<file path="config.mk">
export PLATFORM = sky130hd
export DESIGN_NAME = hamming_byte_encode_correct_flat
export DESIGN_NICKNAME = d
export VERILOG_FILES = /design/src/hbec_pkg.sv /design/src/hbec_if.sv /design/src/hamming_byte_encode_correct.sv /design/src/hbec_core.sv /design/src/flat_wrapper.sv
export SDC_FILE = /design/constraint.sdc
export NUM_CORES = 1
export LEC_CHECK = 0
export BUFFER_PORTS_ARGS = -buffer_cell sky130_fd_sc_hd__buf_4
export CAP_MARGIN = 20
export CORE_MARGIN = 2
export CORE_UTILIZATION = 50
export CTS_BUF_LIST = sky130_fd_sc_hd__clkbuf_8
export DETAILED_ROUTE_END_ITERATION = 16
export PLACE_DENSITY = 0.78
export SLEW_MARGIN = 20
export SYNTH_ARGS = -nofsm -noshare
export SYNTH_HDL_FRONTEND = slang
export SYNTH_SLANG_ARGS = --single-unit
</file>
<file path="constraint.sdc">
create_clock -name clk -period 2.9 [get_ports clk]
set_clock_uncertainty 0.1 [all_clocks]
set_input_delay 0.29 -clock clk [delete_from_list [all_inputs] [get_ports clk]]
set_output_delay 0.29 -clock clk [all_outputs]
set_load 0.01 [all_outputs]
</file>
<file path="src/hbec_pkg.sv">
// ----------------------------------------------------------------------------
// Hamming byte encode/correct package
// Shared types, codes and bit-placement functions for the single-error
// correcting code over one data byte.
// ----------------------------------------------------------------------------
package hbec_pkg;

  localparam int unsigned CODE_W = 14;
  localparam int unsigned DATA_W = 8;
  localparam int unsigned SYN_W  = 4;
  localparam int unsigned STAT_W = 2;
  localparam logic [SYN_W-1:0] TOP_POS = 4'd13;

  localparam logic KIND_ENCODE = 1'b0;
  localparam logic KIND_DECODE = 1'b1;

  localparam logic [STAT_W-1:0] ST_OK      = 2'd0;
  localparam logic [STAT_W-1:0] ST_FIXED   = 2'd1;
  localparam logic [STAT_W-1:0] ST_UNCORR  = 2'd2;

  typedef logic [CODE_W-1:0] code_t;
  typedef logic [DATA_W-1:0] data_t;
  typedef logic [SYN_W-1:0]  syn_t;
  typedef logic [STAT_W-1:0] stat_t;

  typedef logic [SYN_W-1:0] pos_array_t [DATA_W];
  localparam pos_array_t DATA_POS = '{4'd3, 4'd5, 4'd6, 4'd7, 4'd9, 4'd10, 4'd11, 4'd12};

  typedef struct packed {
    logic  kind;
    data_t data_byte;
    code_t code_in;
  } item_t;

  typedef struct packed {
    code_t code_out;
    data_t data_out;
    stat_t status;
    syn_t  syndrome;
  } result_t;

  function automatic code_t place_data(data_t b);
    code_t w;
    w = '0;
    for (int k = 0; k < DATA_W; k++) begin
      w[DATA_POS[k]] = b[k];
    end
    return w;
  endfunction

  function automatic data_t take_data(code_t w);
    data_t b;
    for (int k = 0; k < DATA_W; k++) begin
      b[k] = w[DATA_POS[k]];
    end
    return b;
  endfunction

  function automatic syn_t syndrome_of(code_t w);
    syn_t s;
    s = '0;
    for (int i = 1; i < CODE_W; i++) begin
      if (w[i]) begin
        s = s ^ SYN_W'(i);
      end
    end
    return s;
  endfunction

endpackage

</file>
<file path="src/hbec_if.sv">
// ----------------------------------------------------------------------------
// Hamming byte encode/correct channels
// Valid/ready channels for input items and result items.
// ----------------------------------------------------------------------------
interface hbec_in_if;
  logic           valid;
  logic           ready;
  logic           kind;
  hbec_pkg::data_t data_byte;
  hbec_pkg::code_t code_in;

  modport source (output valid, output kind, output data_byte, output code_in, input ready);
  modport sink   (input valid, input kind, input data_byte, input code_in, output ready);
endinterface

interface hbec_out_if;
  logic            valid;
  logic            ready;
  hbec_pkg::code_t code_out;
  hbec_pkg::data_t data_out;
  hbec_pkg::stat_t status;
  hbec_pkg::syn_t  syndrome;

  modport source (output valid, output code_out, output data_out, output status,
                  output syndrome, input ready);
  modport sink   (input valid, input code_out, input data_out, input status,
                  input syndrome, output ready);
endinterface

</file>
<file path="src/hamming_byte_encode_correct.sv">
// ----------------------------------------------------------------------------
// Hamming byte encode/correct
// Encodes a data byte into a 14-bit single-error-correcting codeword, or
// decodes a codeword, correcting one flipped bit from its syndrome.
// ----------------------------------------------------------------------------
// Each item is captured in an input register, passes through the encode or
// decode logic, and lands in a result register, from which it is offered on
// the output; the result register loads when it is empty or being emptied.
// While the receiver takes results, one item can be taken every cycle.
// While a result waits on a stalled receiver the input register still
// takes one more item; after that the input stalls until the result is taken.
module hamming_byte_encode_correct (
  input  logic        clk,
  input  logic        rst_n,
  hbec_in_if.sink     in_ch,
  hbec_out_if.source  out_ch
);

  logic              in_valid_r;
  hbec_pkg::item_t   item_r;
  logic              out_valid_r;
  hbec_pkg::result_t res_r;
  hbec_pkg::result_t res_nxt;
  logic              out_load;

  hbec_core u_core (
    .item (item_r),
    .res  (res_nxt)
  );

  assign out_load    = in_valid_r && (!out_valid_r || out_ch.ready);
  assign in_ch.ready = !in_valid_r || out_load;

  always_ff @(posedge clk) begin
    if (!rst_n) begin
      in_valid_r  <= 1'b0;
      out_valid_r <= 1'b0;
    end else begin
      if (in_ch.ready) begin
        in_valid_r <= in_ch.valid;
      end
      if (out_load) begin
        out_valid_r <= 1'b1;
      end else if (out_ch.ready) begin
        out_valid_r <= 1'b0;
      end
    end
  end

  always_ff @(posedge clk) begin
    if (in_ch.valid && in_ch.ready) begin
      item_r.kind      <= in_ch.kind;
      item_r.data_byte <= in_ch.data_byte;
      item_r.code_in   <= in_ch.code_in;
    end
    if (out_load) begin
      res_r <= res_nxt;
    end
  end

  assign out_ch.valid    = out_valid_r;
  assign out_ch.code_out = res_r.code_out;
  assign out_ch.data_out = res_r.data_out;
  assign out_ch.status   = res_r.status;
  assign out_ch.syndrome = res_r.syndrome;

endmodule

</file>
<file path="src/hbec_core.sv">
// ----------------------------------------------------------------------------
// Hamming byte encode/correct datapath
// Combinational encoder and syndrome decoder with single-bit correction.
// ----------------------------------------------------------------------------
module hbec_core (
  input  hbec_pkg::item_t   item,
  output hbec_pkg::result_t res
);

  hbec_pkg::code_t enc_w;
  hbec_pkg::syn_t  enc_s;
  hbec_pkg::code_t dec_w;
  hbec_pkg::syn_t  dec_s;
  hbec_pkg::stat_t dec_st;

  always_comb begin
    enc_w = hbec_pkg::place_data(item.data_byte);
    enc_s = hbec_pkg::syndrome_of(enc_w);
    for (int j = 0; j < hbec_pkg::SYN_W; j++) begin
      enc_w[1 << j] = enc_s[j];
    end
    enc_w[0] = ^enc_w[hbec_pkg::CODE_W-1:1];
  end

  always_comb begin
    dec_s = hbec_pkg::syndrome_of(item.code_in);
    dec_w = item.code_in;
    if (dec_s == '0) begin
      dec_st = hbec_pkg::ST_OK;
    end else if (dec_s <= hbec_pkg::TOP_POS) begin
      dec_w  = item.code_in ^ (hbec_pkg::code_t'(1) << dec_s);
      dec_st = hbec_pkg::ST_FIXED;
    end else begin
      dec_st = hbec_pkg::ST_UNCORR;
    end
  end

  always_comb begin
    if (item.kind == hbec_pkg::KIND_DECODE) begin
      res.code_out = dec_w;
      res.data_out = hbec_pkg::take_data(dec_w);
      res.status   = dec_st;
      res.syndrome = dec_s;
    end else begin
      res.code_out = enc_w;
      res.data_out = item.data_byte;
      res.status   = hbec_pkg::ST_OK;
      res.syndrome = '0;
    end
  end

endmodule
</file>
<file path="src/flat_wrapper.sv">
// flat-port wrapper written by rule: the top's interface ports become plain ports
module hamming_byte_encode_correct_flat 
  (clk, rst_n, in_ch_valid, in_ch_kind, in_ch_data_byte, in_ch_code_in, in_ch_ready, out_ch_valid, out_ch_code_out, out_ch_data_out, out_ch_status, out_ch_syndrome, out_ch_ready);
  hbec_in_if in_ch_i ();
  hbec_out_if out_ch_i ();
  input  logic clk;
  input  logic rst_n;
  input wire logic [$bits(in_ch_i.valid)-1:0] in_ch_valid;
  input wire logic [$bits(in_ch_i.kind)-1:0] in_ch_kind;
  input wire logic [$bits(in_ch_i.data_byte)-1:0] in_ch_data_byte;
  input wire logic [$bits(in_ch_i.code_in)-1:0] in_ch_code_in;
  output wire logic [$bits(in_ch_i.ready)-1:0] in_ch_ready;
  output wire logic [$bits(out_ch_i.valid)-1:0] out_ch_valid;
  output wire logic [$bits(out_ch_i.code_out)-1:0] out_ch_code_out;
  output wire logic [$bits(out_ch_i.data_out)-1:0] out_ch_data_out;
  output wire logic [$bits(out_ch_i.status)-1:0] out_ch_status;
  output wire logic [$bits(out_ch_i.syndrome)-1:0] out_ch_syndrome;
  input wire logic [$bits(out_ch_i.ready)-1:0] out_ch_ready;
  assign in_ch_i.valid = in_ch_valid;
  assign in_ch_i.kind = in_ch_kind;
  assign in_ch_i.data_byte = in_ch_data_byte;
  assign in_ch_i.code_in = in_ch_code_in;
  assign in_ch_ready = in_ch_i.ready;
  assign out_ch_valid = out_ch_i.valid;
  assign out_ch_code_out = out_ch_i.code_out;
  assign out_ch_data_out = out_ch_i.data_out;
  assign out_ch_status = out_ch_i.status;
  assign out_ch_syndrome = out_ch_i.syndrome;
  assign out_ch_i.ready = out_ch_ready;
  hamming_byte_encode_correct u_core (.clk(clk), .rst_n(rst_n), .in_ch(in_ch_i), .out_ch(out_ch_i));
endmodule
</file>
### Word level (Yosys, flattened, before mapping)

Index checks and enable logic that the tools add are counted.

| storage, ports and cells | value |
|---|---|
| bits in registers | 53 |
| output and inout bits | 30 |

| cells by class | value |
|---|---|
| reductions and logical operators | 10 |
| order comparisons | 1 |
| bitwise logic cells | 21 |
| multiplexer cells | 28 |
| shifts and indexed selects | 1 |

Operators with widths:

| kind | count |
|---|---|
| 4-bit 2-to-1 mux | 10 |
| 14-bit 2-to-1 mux | 2 |
| 27-bit 2-to-1 mux | 1 |
| 3-bit 2-to-1 mux | 7 |
| 2-bit NOT | 10 |
| 3-bit NOT | 5 |
| 1-bit by 4-bit left shift with 14-bit output (first input constant) | 1 |
| 14-bit XOR | 1 |
| 13-bit parity | 1 |
| 2-bit 2-to-1 mux | 5 |
| 4-bit less-or-equal comparator (second input constant) | 1 |
| 4-bit logical NOT | 1 |
| 1-bit 2-to-1 mux | 3 |
| 1-bit NOT (first input constant) | 3 |
| 1-bit logical AND | 2 |
| 1-bit logical NOT | 2 |
| 1-bit logical OR | 2 |
| 1-bit NOT with 2-bit output | 1 |
| 2-bit nonzero test | 1 |
| 2-bit OR reduction | 1 |
| 1-bit NOT | 1 |

### Depth between registers and ports, before layout

Gate-level depths: netlist of run 1.

| depth | value |
|---|---|
| word-level depth | 27 |
| mapped depth | 6 |
| mapped depth without buffers | 4 |

### Hierarchy

From an unflattened synthesis of run 1, not the netlist that was laid out.

| unflattened totals | value |
|---|---|
| cells, all modules | 188 |
| area, all modules | 2668.8 um^2 |

By module, submodules not included:

| module | cells an instance | instances | seq. area each (um^2) | area an instance (um^2) |
|---|---|---|---|---|
| hamming_byte_encode_correct | 60 | 1 | 1571.5 | 1635.3 |
| hbec_core | 128 | 1 | 0.0 | 1033.5 |

### Worst setup path after synthesis of run 1

No wires, ideal clock.

| path | value |
|---|---|
| path kind | register -> register |
| start | reg u_core.item_r[5] in the netlist's numbering |
| end | reg u_core.res_r (netlist bit u_core.out_ch.code_out[12]), data pin |
| library setup time | 0.261 ns |
| clock period less this slack | 2.142 ns |
| arrival time | 1.781 ns |
| slack | 0.758 ns |
| cell stages (with the launch flop) | 6 |
| cell sequence | edfxtp_1 > xnor3_2 > xor2_1 > clkbuf_2 > a41oi_1 > a221o_1 |

| on the way | value |
|---|---|
| word-level cells in the longest chain between the ends | 18 |
| elaborated cells between the ends (all ways) | 22 |
| those cells by class | order compare (1); shift (1); mux (12); bitwise (7); reduce/logical (1) |

RTL lines:

| what | RTL line | RTL |
|---|---|---|
| from (decl) | hamming_byte_encode_correct.sv:20 | `hbec_pkg::item_t item_r;` |
| 3-bit 2-to-1 mux (*) (2 in series) | hbec_pkg.sv:63 | `if (w[i]) begin` |
| 3-bit NOT (no source line) or 3-bit 2-to-1 mux (tied branches) | - |  |
| 3-bit 2-to-1 mux (*) | hbec_pkg.sv:63 |  |
| 4-bit 2-to-1 mux (*) | hbec_pkg.sv:63 |  |
| 2-bit NOT (no source line) or 4-bit 2-to-1 mux (tied branches) | - |  |
| 4-bit 2-to-1 mux (*) (2 in series) | hbec_pkg.sv:63 |  |
| 3-bit NOT (no source line) or 4-bit 2-to-1 mux (tied branches) | - |  |
| 4-bit 2-to-1 mux (*) (2 in series) | hbec_pkg.sv:63 |  |
| 3-bit NOT (no source line) | - |  |
| 4-bit 2-to-1 mux (*) | hbec_pkg.sv:63 |  |
| branches (longest 3 deep; another with 4-bit less-or-equal comparator) | - |  |
| 14-bit 2-to-1 mux (*) | hbec_core.sv:28 | `if (dec_s == '0) begin` |
| 27-bit 2-to-1 mux (*) | hbec_core.sv:39 | `if (item.kind == hbec_pkg::KIND_DECODE) begin` |
| to (signal assigned) | hamming_byte_encode_correct.sv:57 | `res_r <= res_nxt;` |
| to (decl) | hamming_byte_encode_correct.sv:22 | `hbec_pkg::result_t res_r;` |

Every way passes the cells marked *.
A chain may end at the register's enable or synchronous reset.

### Final worst setup path of run 1

| path | value |
|---|---|
| start | reg u_core.item_r[12] in the netlist's numbering |
| end | reg u_core.res_r (netlist bit u_core.out_ch.data_out[2]), data pin |

| on the way | value |
|---|---|
| word-level cells in the longest chain between the ends | 8 |
| elaborated cells between the ends (all ways) | 10 |
| those cells by class | order compare (1); shift (1); mux (5); bitwise (2); reduce/logical (1) |

RTL lines:

| what | RTL line |
|---|---|
| 4-bit 2-to-1 mux (*) | hbec_pkg.sv:63 |
| 3-bit NOT (no source line) | - |
| 4-bit 2-to-1 mux (*) | hbec_pkg.sv:63 |
| branches (longest 3 deep; another with 4-bit less-or-equal comparator) | - |
| 14-bit 2-to-1 mux (*) | hbec_core.sv:28 |
| 27-bit 2-to-1 mux (*) | hbec_core.sv:39 |

Marks and branches as above.

==> summary.md, run 1 <==
| Metric | Value |
|---|---|
| Setup repair after global routing missed its margin | `no` |
| Arrival time at the worst endpoint | `2.42 ns` |
| Clock transition at path regs | `0.08 ns` |
| Worst skew pair latency | `0.30 ns` |
| Mean post-synth cell area | `13.7 sq um` |
| Critical Path, Cell by Cell | `xor3_4 > xnor2_2 > a41oi_1 > a221o_1` |
| Vias in the first global route | `1,435` |
| Adder-cell area share of the yosys netlist | `0%` |
| Final antenna diode count | `0` |
| CP top delay family | `XOR/XNOR gates` |
| Gpl congestion | `0.924` |
| Commonest non-fill, non-tap cell in the layout | `sky130_fd_sc_hd__buf_4` |
| Dominant combinational cell family by area after synthesis | `XOR/XNOR gates` |
| Gate Count Post-Synth | `177` |
| Synth warnings | `0` |
| Outcome | `finished, final reports clean` |
| R2r startpoint | `u_core.item_r[12]` |
| Max frequency | `0.404 GHz` |
| CTS tree | `yes` |
| Combined area of all synthesized cells | `0.00242 sq mm` |
| Maximum clock path buffer count | `2` |
| Half-perimeter wire length after detailed placement | `3.30 mm` |
| Total power divided by cell area | `591 mW/mm^2` |
| Buffers inserted during post-CTS setup optimization | `0` |
| Boundary Pins | `57` |
| Critical path start-end classification | `flop to flop` |
| Required @ worst endpoint | `2.85 ns` |
| Number of routed nets with antenna violations | `0` |
| # hold bufs at CTS | `0` |
| Sort of element at the start of the critical path | `flop` |
| Leakage dissipation | `1.15 nW` |
| Final instance count without filler cells | `280` |
| Final critical-path share of the clock period | `85.3%` |
| Overall Power | `1.72 mW` |
| Cts repair resizes | `0` |
| Worst relative slew slack | `57.3%` |
| Number of synthesized register bits | `45` |
| Core ar. | `0.00469 sq mm` |
| IR drop worst, VDD | `323 uV` |
| Core occupancy in the finished layout | `62.1%` |
| Hold_sp | `in_ch_code_in[2]` |
| Source of the critical timing path | `u_core.item_r[12]` |
| Endpoint class of the critical path | `flop` |
| Placed cell count | `272` |
| Fin crit period | `2.47 ns` |
| Classification of the worst-slack hold path | `input port to flop` |
| Number of core rows | `25` |
| Floorplan die area | `0.00540 sq mm` |
| Vias | `1,629` |
| Root buffer selected by CTS | `sky130_fd_sc_hd__clkbuf_8` |
| Compound-cell area share of the yosys netlist | `11.9%` |
| Final hold slack | `0.0591 ns` |
| CP peak stage delay | `0.53 ns` |
| Buffers plus inverters on the worst setup path | `0` |
| Post-Synth XOR/XNOR Area | `18.1%` |
| Post-synthesis simple-gate area fraction | `9.43%` |
| Global-route wire length before repair | `7.40 mm` |
| Number of antenna violations at the first check in global routing | `0` |
| Final count of hold timing violations | `0` |
| Slew of the pin with the lowest slew margin | `0.637 ns` |
| Final setup viols | `0` |
| Peak fanout along the critical path | `14` |
| Post-Syn Nets | `204` |
| Total wire length after detailed routing | `4.69 mm` |
| Number of buffers added on ports | `56` |
| Sequential-to-total area share from yosys stat | `55.1%` |
| Die height | `73.5 um` |
| NumNets Final | `252` |
| DRC viols | `0` |
| Total congestion overflow | `0` |
| Critical path's slowest cell | `sky130_fd_sc_hd__xor3_4` |
| Die span in x | `73.5 um` |
| Via density | `5.82` |
| Layout cells sized above 1 | `35.0%` |
| Fill cells | `369` |
| Routed length per instance | `16.7 um` |
| Combined global-route utilization of all metal layers | `18.8%` |
| Distinct cell type count of the synthesized netlist | `34` |
| Clock tree sinks | `45` |
| Final max-slew violation count | `0` |
| Synthesis-to-layout area growth | `20.5%` |
| Commonest cells after routing, fill and taps aside | `62 x sky130_fd_sc_hd__buf_4, 43 x sky130_fd_sc_hd__edfxtp_1, 16 x sky130_fd_sc_hd__nor2_1` |
| Multiplexer share of the synthesized area | `0%` |
| Initial Util | `51.5%` |
| Max_cap viols | `0` |
| Number of DRC violations after detailed-routing iteration 0 | `217` |
| CTS H-Tree Depth | `2` |
| Number of search-and-repair iterations in the first detailed-routing pass | `4` |
| Number of buffers created by CTS | `5` |
| Maximum number of pins on one net before global-route repair | `29` |
| Total negative setup slack | `0 ns` |
[cell families after synthesis]
| group | Yosys count |
|---|---|
| xor+xnor | 31 |
| buf+inv | 22 |
| simple gates | 48 |
| compound gates | 31 |
| flops | 45 |
[final cells by class]
| class | instances | area (sq um) | share of cell area (%) |
|---|---|---|---|
| sequential | 45 | 1330 | 45.7 |
| multi-input combinational | 110 | 952 | 32.7 |
| inverter | 1 | 3.75 | 0.129 |
| timing repair buffer | 62 | 465 | 16.0 |
| clock buffer | 5 | 68.8 | 2.36 |
| tap | 54 | 67.6 | 2.32 |
| clock inverter | 3 | 22.5 | 0.774 |
[cell usage after synthesis]
cell                       instances  area share (%)
sky130_fd_sc_hd__xor3_2            1             1.0
sky130_fd_sc_hd__nor2_1           16             2.5
sky130_fd_sc_hd__xor3_4            1             1.1
sky130_fd_sc_hd__inv_2             1            0.16
sky130_fd_sc_hd__xnor3_1           4             3.7
sky130_fd_sc_hd__a31oi_1           1            0.26
sky130_fd_sc_hd__xnor2_2           2             1.3
sky130_fd_sc_hd__a21oi_1           3            0.62
sky130_fd_sc_hd__o41ai_1           1            0.36
sky130_fd_sc_hd__o31ai_1           1            0.31
sky130_fd_sc_hd__o41ai_2           2             1.3
sky130_fd_sc_hd__clkbuf_2          1            0.21
sky130_fd_sc_hd__a41o_1            1            0.41
sky130_fd_sc_hd__dfxtp_1           2             1.7
sky130_fd_sc_hd__buf_4            10             3.1
sky130_fd_sc_hd__xnor3_2           2             2.0
sky130_fd_sc_hd__nor2b_1           3            0.78
sky130_fd_sc_hd__o221a_1           2            0.93
sky130_fd_sc_hd__clkbuf_1          6            0.93
sky130_fd_sc_hd__xor2_1            6             2.2
sky130_fd_sc_hd__buf_2             3            0.62
sky130_fd_sc_hd__nand4_1           4             1.0
sky130_fd_sc_hd__xnor2_1          13             4.7
sky130_fd_sc_hd__o21a_1            1            0.31
sky130_fd_sc_hd__nand2b_1          1            0.26
sky130_fd_sc_hd__a41oi_1           9             3.3
sky130_fd_sc_hd__nor4_1           10             2.6
sky130_fd_sc_hd__nand2_1          13             2.0
sky130_fd_sc_hd__edfxtp_1         43              53
sky130_fd_sc_hd__xor3_1            2             2.0
sky130_fd_sc_hd__and2_1            1            0.26
sky130_fd_sc_hd__a221o_1           9             3.7
sky130_fd_sc_hd__o221ai_1          1            0.36
sky130_fd_sc_hd__buf_6             1            0.47
[through the flow]
| step | setup slack, ns | cell area [sq um] |
|---|---|---|
| 2_1_floorplan | 0.758 | 2420 |
| 3_5_place_dp | 0.440 | 2820 |
| 4_1_cts | 0.426 | 2910 |
| 5_1_grt | 0.314 | 2910 |
| 3_3_place_gp | 0.459 | 2820 |
| 6_report | 0.427 | 2910 |
[flip-flops by register name, summed over array words and instances (netlist names)]
signal / flops
u_core.out_ch.syndrome: 4
u_core.out_ch.status: 2
u_core.item_r: 23
u_core.in_valid_r: 1
u_core.out_ch.valid: 1
u_core.out_ch.code_out: 7
u_core.out_ch.data_out: 7
[routing by layer]
| layer | routed length (um) | vias up | track usage [%] |
|---|---|---|---|
| met5 | 0 | - | 0 |
| met4 | 98 | 0 | 7.47 |
| met3 | 381 | 10 | 5.21 |
| met2 | 2240 | 91 | 28.5 |
| met1 | 1960 | 756 | 25.8 |
| li1 | - | 772 | - |
[path summary, 6_finish.rpt]
path	to	slack, ns	cells past startpoint
setup / recovery	u_core.out_ch.data_out[2]	0.43	4
hold / removal	u_core.item_r[2]	0.06	1
setup reg to reg	u_core.out_ch.data_out[2]	0.43	4
hold reg to reg	u_core.out_ch.valid	0.42	1
[power by group]
group	internal [mW]	leakage [nW]	switching [mW]
registers	0.771	0.430	0.0357
logic	0.229	0.677	0.295
clock network	0.171	0.0481	0.218
total	1.17	1.15	0.549
Power figures use the tool's default switching activity.
==> run 2: changes to the inputs <==
--- a/config.mk
+++ b/config.mk
@@ -7,6 +7,7 @@
 export LEC_CHECK = 0
 export BUFFER_PORTS_ARGS = -buffer_cell sky130_fd_sc_hd__buf_4
 export CAP_MARGIN = 20
+export CORE_ASPECT_RATIO = 1.1
 export CORE_MARGIN = 2
 export CORE_UTILIZATION = 50
 export CTS_BUF_LIST = sky130_fd_sc_hd__clkbuf_8
==> summary.md, run 2 (synthesis results as in run 1) <==
| Metric | Value |
|---|---|
| Register name with the most flops | `u_core.item_r` |
| CP top delay family | `XOR/XNOR gates` |
| Boundary Pins | `57 (unchanged)` |
| Number of buffers added on ports | `56 (unchanged)` |
| Combined global-route utilization of all metal layers | `18.1% (-0.69 points)` |
| Arrival time at the worst endpoint | `2.44 ns (+0.02 ns)` |
| Classification of the worst-slack hold path | `input port to flop` |
| NumNets Final | `252 (unchanged)` |
| Final antenna diode count | `0 (unchanged)` |
| Register-to-register setup slack | `0.41 ns (-0.02 ns)` |
| Slew of the pin with the lowest slew margin | `0.643 ns (+0.00584 ns)` |
| Hold_sp | `in_ch_data_byte[0]` |
| Die height | `76.9 um (+4.6%)` |
| CTS H-Tree Depth | `2 (unchanged)` |
| Outcome | `finished, final reports clean` |
| Worst skew pair latency | `0.30 ns (about the same)` |
| Total power divided by cell area | `585 mW/mm^2 (-0.98%)` |
| Synthesis-to-layout area growth | `20.3%` |
| Setup repair after global routing missed its margin | `no` |
| # hold bufs at CTS | `0 (unchanged)` |
| Critical Path, Cell by Cell | `xnor3_2 > xor3_1 > a41oi_1 > a221o_1` |
| Root buffer selected by CTS | `sky130_fd_sc_hd__clkbuf_8` |
| IR drop worst, VDD | `298 uV (-7.9%)` |
| Buffers inserted during post-CTS setup optimization | `0 (unchanged)` |
| Leakage dissipation | `1.15 nW (-0.12%)` |
| Cts repair resizes | `0 (unchanged)` |
| Number of antenna violations at the first check in global routing | `0 (unchanged)` |
| R2r startpoint | `u_core.item_r[13]` |
| DRC viols | `0 (unchanged)` |
| Global-route wire length before repair | `7.58 mm (+2.4%)` |
| CTS tree | `yes` |
| Core ar. | `0.00465 sq mm (-0.85%)` |
| Endpoint class of the critical path | `flop` |
| Commonest non-fill, non-tap cell in the layout | `sky130_fd_sc_hd__buf_4` |
| Fin crit period | `2.49 ns (+0.0156 ns)` |
| Number of buffers created by CTS | `5 (unchanged)` |
| Final critical-path share of the clock period | `85.8% (+0.54 points)` |
| Required @ worst endpoint | `2.85 ns (about the same)` |
| Flip-flop count of the largest register after layout | `23 (unchanged)` |
| Max frequency | `0.402 GHz (-0.62%)` |
| Initial Util | `51.9% (+0.44 points)` |
| Half-perimeter wire length after detailed placement | `3.52 mm (+6.6%)` |
| CP peak stage delay | `0.70 ns (+0.17 ns)` |
| Number of DRC violations after detailed-routing iteration 0 | `173 (-20%)` |
| Clock transition at path regs | `0.08 ns (about the same)` |
| Total negative setup slack | `0 ns (unchanged)` |
| Hold Path End | `u_core.item_r[14]` |
| Reg2Reg Capture Point | `u_core.out_ch.data_out[0]` |
| Clock tree sinks | `45 (unchanged)` |
| Vias in the first global route | `1,529 (+6.6%)` |
| Core occupancy in the finished layout | `62.5% (+0.43 points)` |
| Routed length per instance | `17.1 um (+2.2%)` |
| Via density | `5.87 (+0.81%)` |
| Number of routed nets with antenna violations | `0 (unchanged)` |
| Final count of hold timing violations | `0 (unchanged)` |
| Layout cells sized above 1 | `34.1% (-0.88 points)` |
| Number of core rows | `26 (+4.0%)` |
| Worst relative slew slack | `57.1% (-0.18 points)` |
| Maximum clock path buffer count | `2 (unchanged)` |
| Commonest cells after routing, fill and taps aside | `62 x sky130_fd_sc_hd__buf_4, 43 x sky130_fd_sc_hd__edfxtp_1, 16 x sky130_fd_sc_hd__nor2_1` |
| Total wire length after detailed routing | `4.82 mm (+2.9%)` |
| Final max-slew violation count | `0 (unchanged)` |
| Number of search-and-repair iterations in the first detailed-routing pass | `4 (unchanged)` |
| Buffers plus inverters on the worst setup path | `0 (unchanged)` |
| Gpl congestion | `0.885 (-4.3%)` |
| Final setup viols | `0 (unchanged)` |
| Floorplan die area | `0.00540 sq mm (about the same)` |
| Vias | `1,654 (+1.5%)` |
| Maximum number of pins on one net before global-route repair | `29 (unchanged)` |
| Worst Setup Slack post-DPL | `0.477 ns (+0.0378 ns)` |
| Total congestion overflow | `0 (unchanged)` |
| Number of cells on the worst hold path | `1 (unchanged)` |
| Sort of element at the start of the critical path | `flop` |
| Max_cap viols | `0 (unchanged)` |
| R2r worst-path depth | `4 (unchanged)` |
| Critical path start-end classification | `flop to flop` |
| Worst setup margin | `0.411 ns (-0.0156 ns)` |
| Peak fanout along the critical path | `13 (-1)` |
| Die span in x | `70.3 um (-4.4%)` |
| Critical path's slowest cell | `sky130_fd_sc_hd__xor3_1` |
==> run 2: cell types whose count changed in the layout (fill, tap and decap cells not counted), sizes merged <==
cell,before,now
clkinv,3,0
clkinvlp,0,1
inv,1,3
==> run 2: cell type report <==
| type | instances | area (sq um) |
|---|---|---|
| Tap cell | 56 | 70.1 |
| Inverter | 1 | 3.75 |
| Clock inverter | 3 | 15.0 |
| Timing Repair Buffer | 62 | 465 |
| Multi-Input combinational cell | 110 | 952 |
| Clock buffer | 5 | 68.8 |
| Fill cell | 365 | 1750 |
| Sequential cell | 45 | 1330 |
==> run 2: layer usage <==
metal / global-route usage (%) / vias up / wire, um / part of all wire [%]
met2: 29.2 / 99 / 2490 / 52
met1: 23.4 / 769 / 1810 / 37
met3: 3.81 / 16 / 379 / 7.9
met4: 8.08 / 0 / 146 / 3.0
met5: 0 / - / 0 / 0
li1: - / 770 / - / -
==> run 2: per-stage QoR <==
| step | instances | area, sq um | hold WS, ns | power [mW] |
|---|---|---|---|---|
| 2_1_floorplan | 177 | 2420 | 0.289 | 1.20 |
| 3_3_place_gp | 274 | 2820 | 0.368 | 1.33 |
| 3_5_place_dp | 274 | 2820 | 0.369 | 1.34 |
| 4_1_cts | 282 | 2910 | 0.0613 | 1.70 |
| 5_1_grt | 282 | 2910 | 0.0465 | 1.77 |
| 6_report | 282 | 2910 | 0.0633 | 1.70 |
==> run 2: how the worst max path moves through the flow <==
| stage | startpoint | end | slack, ns | cells past startpoint |
|---|---|---|---|---|
| floorplan | u_core.item_r[5] | u_core.out_ch.code_out[12] | 0.76 | 5 |
| global placement | u_core.item_r[13] | u_core.out_ch.data_out[1] | 0.55 | 4 |
| detailed placement | u_core.item_r[13] | u_core.out_ch.data_out[0] | 0.48 | 4 |
| CTS | u_core.item_r[13] | u_core.out_ch.data_out[0] | 0.45 | 4 |
| global route | u_core.item_r[10] | u_core.out_ch.data_out[5] | 0.40 | 4 |
| finish | u_core.item_r[13] | u_core.out_ch.data_out[0] | 0.41 | 4 |
==> run 2: report_power, final <==
group | internal (mW) | switching (mW) | total, mW
logic | 0.229 | 0.297 | 0.525
clock network | 0.164 | 0.205 | 0.368
registers | 0.771 | 0.0351 | 0.806
